==> src/rtl/rdh_pkg.sv <==
package rdh_pkg;

  localparam logic [1:0] REG_RADIUS        = 2'd0;
  localparam logic [1:0] REG_CENTER_SECOND = 2'd1;
  localparam logic [1:0] REG_CENTER_THIRD  = 2'd2;
  localparam logic [1:0] REG_DIMS_IN_USE   = 2'd3;

  localparam logic [30:0] RADIUS_RESET = 31'd9830;
  localparam logic [1:0]  DIMS_RESET   = 2'd2;

  localparam logic KIND_SAMPLE = 1'b0;
  localparam logic KIND_READ   = 1'b1;

  localparam logic [31:0] CNT_MAX = 32'hFFFF_FFFF;

  typedef struct packed {
    logic valid;
    logic inc;
  } bin_op_t;

  typedef struct packed {
    logic busy;
  } bin_stat_t;

endpackage

==> src/rtl/rdh_bins.sv <==
module rdh_bins
  import rdh_pkg::*;
#(
  parameter int NUM_BINS = 100,
  parameter int BIN_W    = 7
) (
  input  logic             clk_i,
  input  logic             rst_ni,
  input  bin_op_t          op_i,
  input  logic [BIN_W-1:0] addr_i,
  output bin_stat_t        stat_o,
  output logic [31:0]      rd_data_o
);

  logic [31:0]      mem [NUM_BINS];
  logic [31:0]      rd_q;
  logic [BIN_W-1:0] addr_q;
  logic [BIN_W-1:0] clr_cnt_q;
  logic             clr_q;
  bin_op_t          op_q;
  logic             wr_en;

  assign wr_en = op_q.valid && op_q.inc && (rd_q != CNT_MAX);

  always_ff @(posedge clk_i or negedge rst_ni) begin
    if (!rst_ni) begin
      clr_q     <= 1'b1;
      clr_cnt_q <= '0;
      op_q      <= '0;
    end else begin
      op_q <= op_i;
      if (clr_q) begin
        if (clr_cnt_q == BIN_W'(NUM_BINS - 1)) begin
          clr_q <= 1'b0;
        end else begin
          clr_cnt_q <= clr_cnt_q + 1'b1;
        end
      end
    end
  end

  always_ff @(posedge clk_i) begin
    if (clr_q) begin
      mem[clr_cnt_q] <= '0;
    end else if (wr_en) begin
      mem[addr_q] <= rd_q + 32'd1;
    end
    if (op_i.valid) begin
      rd_q   <= mem[addr_i];
      addr_q <= addr_i;
    end
  end

  assign stat_o.busy = clr_q;
  assign rd_data_o   = rd_q;

endmodule

==> config.mk <==
export PLATFORM = sky130hd
export DESIGN_NAME = rdh_bins
export DESIGN_NICKNAME = d
export VERILOG_FILES = /design/src/rtl/rdh_pkg.sv /design/src/rtl/rdh_bins.sv
export SDC_FILE = /design/constraint.sdc
export NUM_CORES = 2
export LEC_CHECK = 0
export BUFFER_PORTS_ARGS = -buffer_cell sky130_fd_sc_hd__buf_2
export CORE_ASPECT_RATIO = 0.9
export CORE_UTILIZATION = 40
export DETAILED_ROUTE_END_ITERATION = 7
export HOLD_SLACK_MARGIN = 0.06
export PLACE_DENSITY = 0.6
export SETUP_SLACK_MARGIN = 0.2
export SLEW_MARGIN = 20
export SYNTH_ARGS = -nofsm -noshare
export SYNTH_HDL_FRONTEND = slang
export SYNTH_SLANG_ARGS = --single-unit
==> constraint.sdc <==
create_clock -name clk_i -period 11.9 [get_ports clk_i]
set_input_delay 1.785 -clock clk_i [delete_from_list [all_inputs] [get_ports clk_i]]
set_output_delay 1.785 -clock clk_i [all_outputs]
set_load 0.1 [all_outputs]
==> results.py <==
metrics = {
    "place": {
        "io_buffers": 43,
        "routabilityCongestion": 0.895,
        "place_area_sq_um": 131000,
        "hpwl_mm": 189,
    },
    "synthesis": {
        "synth-seq-cells": 3249,
        "synth_cell_types": 65,
        "synth_area_leaders": "edfxtp_1 (78%), mux4_2 (16%), mux2i_1 (0.50%), nor2_1 (0.45%), nand2_1 (0.41%)",
        "synth_cells": 5346,
        "synth_nets": 5359,
        "ys.warnings.count": 0,
        "synthMostInstantiatedCell": "edfxtp_1",
        "synth_top_area_share_pct": 78.0,
        "synth_edf_count": 3239,
        "synth_top_area_cell": "edfxtp_1",
        "ys_seq_area_share_pct": 78.2,
        "synth_top_flop_cell": "edfxtp_1",
        "syn_area_per_cell_sq_um": 23.3,
        "synth_area_sq_um": 125000,
        "synthTopCellsByCount": "edfxtp_1 (3239), mux4_2 (884), nor2_1 (150), nand2_1 (136)",
        "async_flop_share_pct": 0.308,
    },
    "layout": {
        "nNetsFinal": 5682,
        "fillers": 25400,
        "fin_area_sq_um": 142000,
        "multi_input_area_sq_um": 26700,
        "fin_util_pct": 45.9,
        "seqCellArea_sq_um": 97500,
        "drive_above_1_share_pct": 30.4,
        "area_growth_syn_to_layout_pct": 14.2,
    },
    "status": {
        "violations": "DRC",
        "status": "finished, violations left",
    },
    "clock_network": {
        "cts_made_buffers": 336,
        "cts_max_level": 5,
        "clk_latency_ns": 0.92,
        "cts.sinks": 3249,
        "cts_hold_buf": 0,
        "cts_resized": 0,
        "cts_setup_buffers": 0,
        "cts_root_buf": "clkbuf_16",
        "cts_tree": "built",
        "cts.clk_slew.worst_paths_ns": 0.06,
        "max-clock-path-buffers": 4,
    },
    "routing": {
        "postRouteAntennaNets": 0,
        "dr.pass1.iters": 8,
        "viasPerCell": 6.10,
        "drt-wirelength-per-cell_microns": 34.9,
        "wirelength_mm": 352,
        "drt_iter0_drc": 8733,
        "route.detailed.drc": 1,
        "vias": 61400,
    },
    "power_and_ir_drop": {
        "pwr-share-clk_pct": 42.9,
        "pwr-share-comb_pct": 5.2,
        "switching_share_pct": 21.8,
        "p_leak_nw": 44.2,
        "p_switching_mw": 5.31,
        "peakVddDrop_v": 0.000117,
        "power_frac_seq_pct": 51.9,
        "power.internal_mw": 19.1,
        "power.density_nw_per_um2": 171,
    },
    "timing": {
        "rsz0062_at_grt": "no",
        "maxSlewHeadroom_pct": 13.0,
        "setup_viol": 0,
        "timing.final.crit_share_pct": 46.0,
        "max_slew.worst_pin.slew_ns": 1.29,
        "timing.setup.tns_ns": 0,
        "fmax_ghz": 0.183,
        "finalCriticalPeriod_ns": 5.48,
        "skew_ns": 0.0757,
        "maxSlewViolCount": 0,
        "hold_viol_final": 0,
    },
    "min_path": {
        "min-delay-path-class": "flop to flop",
        "min_path_cells": 2,
    },
    "global_routing": {
        "grt.overflow.total": 0,
        "grt_usage_pct": 22.2,
        "first_global_vias": 60900,
        "grt_max_degree": 135,
        "antenna_found_initial": 17,
        "grt_pass1_wl_mm": 485,
    },
    "floorplanning": {
        "die_area_sq_um": 314000,
        "die_h_microns": 532,
        "die-width_microns": 591,
        "pin_count": 44,
        "start_util_pct": 40.2,
        "rows": 194,
        "fp.coreArea_sq_um": 310000,
    },
    "setup_path": {
        "path_buf_inv": 3,
        "endpoint_kind": "flop",
        "cp_slowest_cell": "buf_4",
        "start_kind": "input port",
        "worstPathMaxFanout": 73,
        "crit_family": "buffers and inverters",
        "path_cells": "buf_12, buf_4, buf_4, mux4_2, mux4_2, nand2_1, nand3_1, a21oi_1, nor3_1",
        "cp.depth": 9,
        "reg2reg_depth": 8,
        "cp.arrival_ns": 6.06,
        "critical_path_class": "input port to flop",
        "slowest_delay_ns": 0.81,
        "required_ns": 12.49,
    },
    "flow_run": {
        "cap_violations": 0,
    },
}
## state kept, by name, indices dropped and copies added, names as in the netlist
| signal | cells |
|---|---|
| op_q | 2 |
| addr_q | 7 |
| stat_o | 1 |
| clr_cnt_q | 7 |
| mem | 3200 |
| rd_data_o | 32 |
## routing by layer
| layer | vias up | GRT usage (%) | share of wire, % |
|---|---|---|---|
| met2 | 3410 | 33.5 | 46 |
| met3 | 658 | 4.71 | 10 |
| li1 | 23700 | - | - |
| met4 | 6 | 8.22 | 4.2 |
| met1 | 33600 | 31.8 | 40 |
| met5 | - | 0 | 0.012 |
## placed cells by master (no fill, tap or decap), types with 36 or more instances in the layout
master / synthesis / layout
bufinv_16: 0 / 36
edfxtp_1: 3239 / 3239
o21ai_0: 37 / 37
clkinv_2: 0 / 62
a21oi_1: 46 / 43
a22oi_1: 65 / 65
buf_2: 90 / 38
mux2i_1: 62 / 60
mux4_2: 884 / 884
nand2_1: 136 / 135
clkbuf_16: 0 / 340
nor2_1: 150 / 47
clkbuf_1: 90 / 56
nor2_4: 0 / 99
buf_4: 67 / 207
clkinv_1: 1 / 78
## path summary, 6_finish.rpt
check,start,to,slack (ns)
max,addr_i[0],rd_data_o[0]$_DFFE_PP_,6.42
min,clr_cnt_q[1]$_DFFE_PN0P_,clr_cnt_q[1]$_DFFE_PN0P_,0.60
max reg2reg,rd_data_o[1]$_DFFE_PP_,mem[70][13]$_DFFE_PP_,6.51
min reg2reg,clr_cnt_q[1]$_DFFE_PN0P_,clr_cnt_q[1]$_DFFE_PN0P_,0.60
max in group asynchronous,rst_ni,stat_o$_DFF_PN1_,10.77
min in group asynchronous,rst_ni,op_q[0]$_DFF_PN0_,0.78
## power by group through the flow
stage	Sequential [mW]	Combinational (mW)	Clock, mW
floorplan	13.0	0.682	0
global placement	12.9	1.23	0
finish	12.7	1.26	10.5
detailed placement	12.9	1.25	0
CTS	12.7	1.25	10.6
global route	12.7	1.31	11.0
## layout make-up
type                    instances  share of cell area [%]
flip-flops and latches       3249                    68.5
multi-input cells            1807                    18.7
clock buffers                 396                    6.12
well taps                    4116                    3.62
clock inverters               210                    1.53
repair buffers                268                    1.52
inverters                       7                  0.0220
diodes                          6                  0.0105
## cells by family after synthesis
kind of cell	Yosys count	share of synthesized area (%)
DFF	3249	78.2
muxes	955	16.5
and+or+nand+nor	462	1.69
AOI/OAI and AO/OA	355	2.02
buffers and inverters	290	1.29
xor gates and xnor gates	33	0.232
adders and majority gates	2	0.0201
## per-stage QoR
| step | setup slack, ns | instances | power (mW) | hold slack (ns) |
|---|---|---|---|---|
| CTS | 6.31 | 10100 | 24.5 | 0.594 |
| global placement | 5.37 | 9439 | 14.1 | 0.570 |
| finish | 6.42 | 10100 | 24.4 | 0.602 |
| floorplan | 5.98 | 5346 | 13.7 | 0.506 |
| detailed placement | 5.38 | 9445 | 14.2 | 0.585 |
| global route | 6.16 | 10100 | 24.9 | 0.629 |
## tightest hold or removal path, cell delays in order (launching register included)
cell and delay (ns):
dfrtp_1 0.42, nand2_1 0.08, nand2_1 0.07
Power figures use the tool's default switching activity.
