File: config.mk
export PLATFORM = sky130hd
export DESIGN_NAME = rdh_core
export DESIGN_NICKNAME = d
export VERILOG_FILES = /design/src/rtl/rdh_pkg.sv /design/src/rtl/rdh_mul.sv /design/src/rtl/rdh_alu.sv /design/src/rtl/rdh_core.sv
export SDC_FILE = /design/constraint.sdc
export NUM_CORES = 2
export LEC_CHECK = 0
export ABC_AREA = 1
export ABC_CLOCK_PERIOD_IN_PS = 23400
export BUFFER_PORTS_ARGS = -buffer_cell sky130_fd_sc_hd__buf_4
export CORE_MARGIN = 8
export CORE_UTILIZATION = 58
export CTS_BUF_LIST = sky130_fd_sc_hd__clkbuf_4
export DETAILED_ROUTE_END_ITERATION = 7
export PLACE_DENSITY_LB_ADDON = 0.3
export SYNTH_ARGS = -nofsm -noshare
export SYNTH_HDL_FRONTEND = slang
export SYNTH_SLANG_ARGS = --single-unit
export TNS_END_PERCENT = 50
File: constraint.sdc
create_clock -name clk_i -period 23.4 [get_ports clk_i]
set_input_delay 4.68 -clock clk_i [delete_from_list [all_inputs] [get_ports clk_i]]
set_output_delay 4.68 -clock clk_i [all_outputs]
set_load 0.03 [all_outputs]
File: src/rtl/rdh_pkg.sv
package rdh_pkg;

  localparam logic [1:0] REG_RADIUS        = 2'd0;
  localparam logic [1:0] REG_CENTER_SECOND = 2'd1;
  localparam logic [1:0] REG_CENTER_THIRD  = 2'd2;
  localparam logic [1:0] REG_DIMS_IN_USE   = 2'd3;

  localparam logic [30:0] RADIUS_RESET = 31'd9830;
  localparam logic [1:0]  DIMS_RESET   = 2'd2;

  localparam logic KIND_SAMPLE = 1'b0;
  localparam logic KIND_READ   = 1'b1;

  localparam logic [31:0] CNT_MAX = 32'hFFFF_FFFF;

  typedef struct packed {
    logic valid;
    logic inc;
  } bin_op_t;

  typedef struct packed {
    logic busy;
  } bin_stat_t;

endpackage

File: src/rtl/rdh_mul.sv
module rdh_mul (
  input  logic        clk_i,
  input  logic [31:0] a_i,
  input  logic [31:0] b_i,
  output logic [63:0] p_o
);

  logic [63:0] p_q;

  always_ff @(posedge clk_i) begin
    p_q <= 64'(a_i) * 64'(b_i);
  end

  assign p_o = p_q;

endmodule

File: src/rtl/rdh_alu.sv
module rdh_alu (
  input  logic [63:0] a_i,
  input  logic [63:0] b_i,
  input  logic        sub_i,
  output logic [63:0] sum_o,
  output logic        ge_o
);

  logic [64:0] full;
  logic [63:0] b_op;

  assign b_op  = sub_i ? ~b_i : b_i;
  assign full  = {1'b0, a_i} + {1'b0, b_op} + 65'(sub_i);
  assign sum_o = full[63:0];
  assign ge_o  = full[64];

endmodule

File: src/rtl/rdh_core.sv
module rdh_core
  import rdh_pkg::*;
#(
  parameter int NUM_BINS = 100,
  parameter int BIN_W    = 7
) (
  input  logic             clk_i,
  input  logic             rst_ni,
  input  logic             in_valid_i,
  output logic             in_ready_o,
  input  logic             kind_i,
  input  logic [31:0]      pos_second_i,
  input  logic [31:0]      pos_third_i,
  input  logic             movable_i,
  input  logic [6:0]       bin_select_i,
  input  logic [30:0]      radius_i,
  input  logic [31:0]      center_second_i,
  input  logic [31:0]      center_third_i,
  input  logic [1:0]       dims_i,
  output logic             out_valid_o,
  input  logic             out_ready_i,
  output logic [6:0]       bin_index_o,
  output logic [31:0]      bin_count_o,
  output bin_op_t          bin_op_o,
  output logic [BIN_W-1:0] bin_addr_o,
  input  bin_stat_t        bin_stat_i,
  input  logic [31:0]      bin_data_i
);

  localparam int CW = (BIN_W > 1) ? $clog2(BIN_W) : 1;

  localparam logic [3:0] ST_IDLE  = 4'd0;
  localparam logic [3:0] ST_MR2   = 4'd1;
  localparam logic [3:0] ST_MA2   = 4'd2;
  localparam logic [3:0] ST_MA3   = 4'd3;
  localparam logic [3:0] ST_CA3   = 4'd4;
  localparam logic [3:0] ST_ADD   = 4'd5;
  localparam logic [3:0] ST_CMPS  = 4'd6;
  localparam logic [3:0] ST_SQRT  = 4'd7;
  localparam logic [3:0] ST_MULB  = 4'd8;
  localparam logic [3:0] ST_DIVL  = 4'd9;
  localparam logic [3:0] ST_DIV   = 4'd10;
  localparam logic [3:0] ST_BINRD = 4'd11;
  localparam logic [3:0] ST_RD    = 4'd12;
  localparam logic [3:0] ST_RDW   = 4'd13;

  logic [3:0]       state_q, state_d;
  logic [31:0]      mag2_q, mag3_q;
  logic [63:0]      r2_q, s_q, a3_q, res_q, bit_q, dvs_q;
  logic [BIN_W-1:0] quo_q;
  logic [CW-1:0]    cnt_q;
  logic [6:0]       sel_q;
  logic             sel_ok_q;
  logic             out_valid_q;
  logic [6:0]       out_index_q;
  logic [31:0]      out_count_q;

  logic [32:0]        diff2, diff3;
  logic [31:0]        mul_a, mul_b;
  logic [63:0]        prod;
  logic [63:0]        alu_a, alu_b, alu_sum;
  logic               alu_sub, alu_ge;
  logic               accept, out_free, dims_ge2, dims_ge3;

  assign accept   = in_valid_i && in_ready_o;
  assign out_free = !out_valid_q || out_ready_i;
  assign dims_ge2 = dims_i[1];
  assign dims_ge3 = (dims_i == 2'd3);

  assign diff2 = {pos_second_i[31], pos_second_i} - {center_second_i[31], center_second_i};
  assign diff3 = {pos_third_i[31], pos_third_i} - {center_third_i[31], center_third_i};

  rdh_mul u_mul (
    .clk_i (clk_i),
    .a_i   (mul_a),
    .b_i   (mul_b),
    .p_o   (prod)
  );

  rdh_alu u_alu (
    .a_i   (alu_a),
    .b_i   (alu_b),
    .sub_i (alu_sub),
    .sum_o (alu_sum),
    .ge_o  (alu_ge)
  );

  always_comb begin
    mul_a = '0;
    mul_b = '0;
    case (state_q)
      ST_MR2: begin
        mul_a = 32'(radius_i);
        mul_b = 32'(radius_i);
      end
      ST_MA2: begin
        mul_a = mag2_q;
        mul_b = mag2_q;
      end
      ST_MA3: begin
        mul_a = mag3_q;
        mul_b = mag3_q;
      end
      ST_MULB: begin
        mul_a = res_q[31:0];
        mul_b = 32'(NUM_BINS);
      end
      default: begin
        mul_a = '0;
        mul_b = '0;
      end
    endcase
  end

  always_comb begin
    alu_a   = '0;
    alu_b   = '0;
    alu_sub = 1'b0;
    case (state_q)
      ST_MA3, ST_CA3: begin
        alu_a   = prod;
        alu_b   = r2_q;
        alu_sub = 1'b1;
      end
      ST_ADD: begin
        alu_a = s_q;
        alu_b = a3_q;
      end
      ST_CMPS: begin
        alu_a   = s_q;
        alu_b   = r2_q;
        alu_sub = 1'b1;
      end
      ST_SQRT: begin
        alu_a   = s_q;
        alu_b   = res_q | bit_q;
        alu_sub = 1'b1;
      end
      ST_DIV: begin
        alu_a   = s_q;
        alu_b   = dvs_q;
        alu_sub = 1'b1;
      end
      default: begin
        alu_a   = '0;
        alu_b   = '0;
        alu_sub = 1'b0;
      end
    endcase
  end

  always_comb begin
    state_d = state_q;
    case (state_q)
      ST_IDLE: begin
        if (accept) begin
          if (kind_i == KIND_READ) begin
            state_d = ST_RD;
          end else if (movable_i) begin
            state_d = ST_MR2;
          end
        end
      end
      ST_MR2:  state_d = ST_MA2;
      ST_MA2:  state_d = ST_MA3;
      ST_MA3:  state_d = (dims_ge2 && alu_ge) ? ST_IDLE : ST_CA3;
      ST_CA3:  state_d = (dims_ge3 && alu_ge) ? ST_IDLE : ST_ADD;
      ST_ADD:  state_d = ST_CMPS;
      ST_CMPS: state_d = alu_ge ? ST_IDLE : ST_SQRT;
      ST_SQRT: state_d = bit_q[0] ? ST_MULB : ST_SQRT;
      ST_MULB: state_d = ST_DIVL;
      ST_DIVL: state_d = ST_DIV;
      ST_DIV:  state_d = (cnt_q == '0) ? ST_BINRD : ST_DIV;
      ST_BINRD: state_d = ST_IDLE;
      ST_RD: begin
        if (out_free) begin
          state_d = sel_ok_q ? ST_RDW : ST_IDLE;
        end
      end
      ST_RDW:  state_d = ST_IDLE;
      default: state_d = ST_IDLE;
    endcase
  end

  always_ff @(posedge clk_i or negedge rst_ni) begin
    if (!rst_ni) begin
      state_q     <= ST_IDLE;
      out_valid_q <= 1'b0;
    end else begin
      state_q <= state_d;
      if (out_ready_i) begin
        out_valid_q <= 1'b0;
      end
      if ((state_q == ST_RD && out_free && !sel_ok_q) || state_q == ST_RDW) begin
        out_valid_q <= 1'b1;
      end
    end
  end

  always_ff @(posedge clk_i) begin
    case (state_q)
      ST_IDLE: begin
        mag2_q   <= diff2[32] ? 32'(-diff2) : diff2[31:0];
        mag3_q   <= diff3[32] ? 32'(-diff3) : diff3[31:0];
        sel_q    <= bin_select_i;
        sel_ok_q <= (32'(bin_select_i) < 32'(NUM_BINS));
      end
      ST_MA2: r2_q <= prod;
      ST_MA3: s_q <= dims_ge2 ? prod : '0;
      ST_CA3: a3_q <= dims_ge3 ? prod : '0;
      ST_ADD: s_q <= alu_sum;
      ST_CMPS: begin
        res_q <= '0;
        bit_q <= 64'(1) << 60;
      end
      ST_SQRT: begin
        if (alu_ge) begin
          s_q   <= alu_sum;
          res_q <= (res_q >> 1) | bit_q;
        end else begin
          res_q <= res_q >> 1;
        end
        bit_q <= bit_q >> 2;
      end
      ST_DIVL: begin
        s_q   <= prod;
        dvs_q <= 64'(radius_i) << (BIN_W - 1);
        cnt_q <= CW'(BIN_W - 1);
        quo_q <= '0;
      end
      ST_DIV: begin
        if (alu_ge) begin
          s_q <= alu_sum;
        end
        quo_q <= BIN_W'({quo_q, alu_ge});
        dvs_q <= dvs_q >> 1;
        cnt_q <= cnt_q - 1'b1;
      end
      ST_RD: begin
        if (out_free && !sel_ok_q) begin
          out_index_q <= sel_q;
          out_count_q <= '0;
        end
      end
      ST_RDW: begin
        out_index_q <= sel_q;
        out_count_q <= bin_data_i;
      end
      default: begin
      end
    endcase
  end

  always_comb begin
    bin_op_o   = '0;
    bin_addr_o = quo_q;
    if (state_q == ST_BINRD) begin
      bin_op_o.valid = 1'b1;
      bin_op_o.inc   = 1'b1;
    end else if (state_q == ST_RD) begin
      bin_op_o.valid = out_free && sel_ok_q;
      bin_addr_o     = BIN_W'(sel_q);
    end
  end

  assign in_ready_o  = (state_q == ST_IDLE) && !bin_stat_i.busy;
  assign out_valid_o = out_valid_q;
  assign bin_index_o = out_index_q;
  assign bin_count_o = out_count_q;

endmodule

==> reports/results.ini <==
[die]
die_area_um2=121000
fp-row-count=122
initial_core_util=0.581
chipHeight_um=348
core_area_um2=110000
die_width_um=348
io-pin-count=257

[setup_path]
path_depth=31
critPathKind=input port to register
critical_path_required_ps=24210
end_kind=register
crit_family=adder cells
crit_top_cell=fa_1
crit_buf_inv=8
r2r_cells=30
worstSetupStartpointType=input port
rrSetupSlack_ps=12180
cp_slowest_cell=clkinv_1
worstPathArrival_ps=13930
path_max_fanout=17
critPathMaxStageDelay_ps=790

[logic_synthesis]
synth.net_count=9359
synth_compound_area_frac=0.0874
synth_edf_count=442
synth-xor-area-share=0.0185
ys_seq_area_frac=0.230
ys_warn_count=0
synthCells=7859
synthDistinctLibCells=68
yosys.area_share.simple=0.182
async_reset_ff_frac=0.00978
ys_ff_latch=511
syn_area_um2=64000
synth_fa_ha_area_frac=0.358
syn_area_per_cell_um2=8.14
synth_top_family_by_area=adder cells
synth.area.mux_share=0
synthFlopType=edfxtp_1

[cells_and_area]
finalNonFillerCells=9703
final_cell_mix=inv_1 (1836), nand2_1 (1337), nor2_1 (1150)
synthToLayoutAreaGrowth_pct=8.26
fillCellCount=9814
nNetsFinal=9611
drive_gt1_frac=0.0887
postLayoutCellArea_um2=69200
final_common_cell=inv_1

[timing]
max-slew-margin-rel=0.286
finalSetupTns_ps=0
hold_viol=0
fin_crit_ps=13120
worst_pin_slew_ps=1060
skew_ps=82.3
rsz0062_at_grt=false
timing.final.crit_share=0.561
timing.final.ws_setup_ps=10280
clock.fmax_mhz=76.2
slew_violations=0
finalSetupViolCount=0

[drt]
drt-pass1-iter-count=6
wire_per_inst_um=23.0
vias_per_cell=5.65
dr_total_vias=54800
drc_errors=0
drt.antenna.violating_nets=0
drt_wl_total_mm=223
drt_iter0_drc=5781

[clock_network]
postCtsSetupBuffers=0
clk_latency_ps=950
ctsRootBufferMaster=clkbuf_4
cts_tree=built
cts.sinks=511
cts_made_buffers=119
cts_htree_levels=3
post_cts_resized=0
cts.path.max_buffers=3
cts_hold_buf=0
clkTransAtPathRegs_ps=70

[hold_path]
hold_path.class=register to register
hold-path-cell-count=0

[flow_run]
max_cap_violations=0

[placed_design]
dpl.cell_count=9478
placed_cell_area_um2=67700
post-dp-hpwl_mm=180
gp_congestion=1.04
port_buffers=256
post-place-ws_ps=9620

[run_status]
status=completed

[grt]
grt_util_all_layers=0.367
grt_pass1_vias=56400
antenna_found_initial=12
grt_pass1_wl_mm=339
grt_max_degree=73
grt-ovfl-total=0

==> per-layer routing <==
layer	vias up	GRT usage	part of all wire
li1	24700	-	-
met1	26600	0.477	0.38
met4	8	0.160	0.053
met5	-	0	0.00017
met2	2903	0.582	0.45
met3	592	0.0964	0.11
==> final timing paths <==
path / from / to
max in group asynchronous: rst_ni / state_q[0]
hold reg to reg: u_mul.p_o[31] / r2_q[31]
hold / removal: u_mul.p_o[31] / r2_q[31]
min in group asynchronous: rst_ni / out_valid_o
setup / recovery: radius_i[26] / u_mul.p_o[62]
setup reg to reg: state_q[1] / u_mul.p_o[49]
==> flip-flops by register name (all words and copies together), names as in the netlist <==
name and cells:
a3_q 64, r2_q 64, s_q 64, u_mul.p_o 64
res_q 61, dvs_q 37, bin_count_o 32, mag2_q 32
mag3_q 32, bit_q 31, bin_index_o 7, quo_q 7
sel_q 7, state_q 4, cnt_q 3, out_valid_o 1
sel_ok_q 1
==> cell families after synthesis <==
logic type               Yosys count
AND/OR/NAND/NOR                 2878
XOR/XNOR                         129
adder cells (fa/ha/maj)         1293
buffers and inverters           2089
AO/OA/AOI/OAI                    959
flip-flops                       511
==> stage by stage <==
step,utilization,hold WS [ps]
after floorplan,-,408
after global placement,0.615,417
after detailed placement,0.615,418
after CTS,0.629,430
after global routing,0.629,432
final,0.629,429
==> synth_stat cells, types with 5 or more instances <==
cell type	count	area share
nand3_1	165	0.013
a31oi_1	40	0.0039
o21ai_0	351	0.027
nand4_1	51	0.0050
dfxtp_1	64	0.020
a211oi_1	5	0.00059
fa_1	899	0.28
a32o_1	44	0.0069
clkbuf_1	101	0.0059
o211ai_1	6	0.00070
xnor2_1	45	0.0062
o21bai_1	21	0.0025
o41ai_1	7	0.00096
nor2_1	1159	0.068
buf_2	81	0.0063
nor2_2	26	0.0025
o22ai_1	28	0.0027
clkinv_1	5	0.00029
inv_2	33	0.0019
edfxtp_1	442	0.21
or2_2	10	0.00098
o21a_1	15	0.0018
ha_1	394	0.077
dfrtp_1	5	0.0020
xor2_1	77	0.011
nor4_1	11	0.0011
o21ai_1	31	0.0024
a21o_1	33	0.0039
nand3b_1	8	0.00094
nand2_1	1339	0.079
nand3_2	8	0.0013
inv_1	1838	0.11
a21oi_1	311	0.024
buf_1	26	0.0015
nor3_1	47	0.0037
nand2_2	34	0.0033
a21boi_0	7	0.00082
a2111oi_0	6	0.00082
a21oi_2	32	0.0044
==> final cells by class <==
type / count / area [um2] / share of cell area
antenna: 7 / 17.5 / 0.000253
clock buffer: 174 / 1310 / 0.0189
clock inverter: 44 / 235 / 0.00340
inverter: 1876 / 7040 / 0.102
multi-input combinational: 5259 / 41500 / 0.600
sequential: 511 / 14700 / 0.212
tap: 1488 / 1860 / 0.0269
timing repair buffer: 344 / 2580 / 0.0373
Power is left out: the tool's default activity adds up to more than one toggle a clock period on the data nets, which glitch-free logic cannot reach.
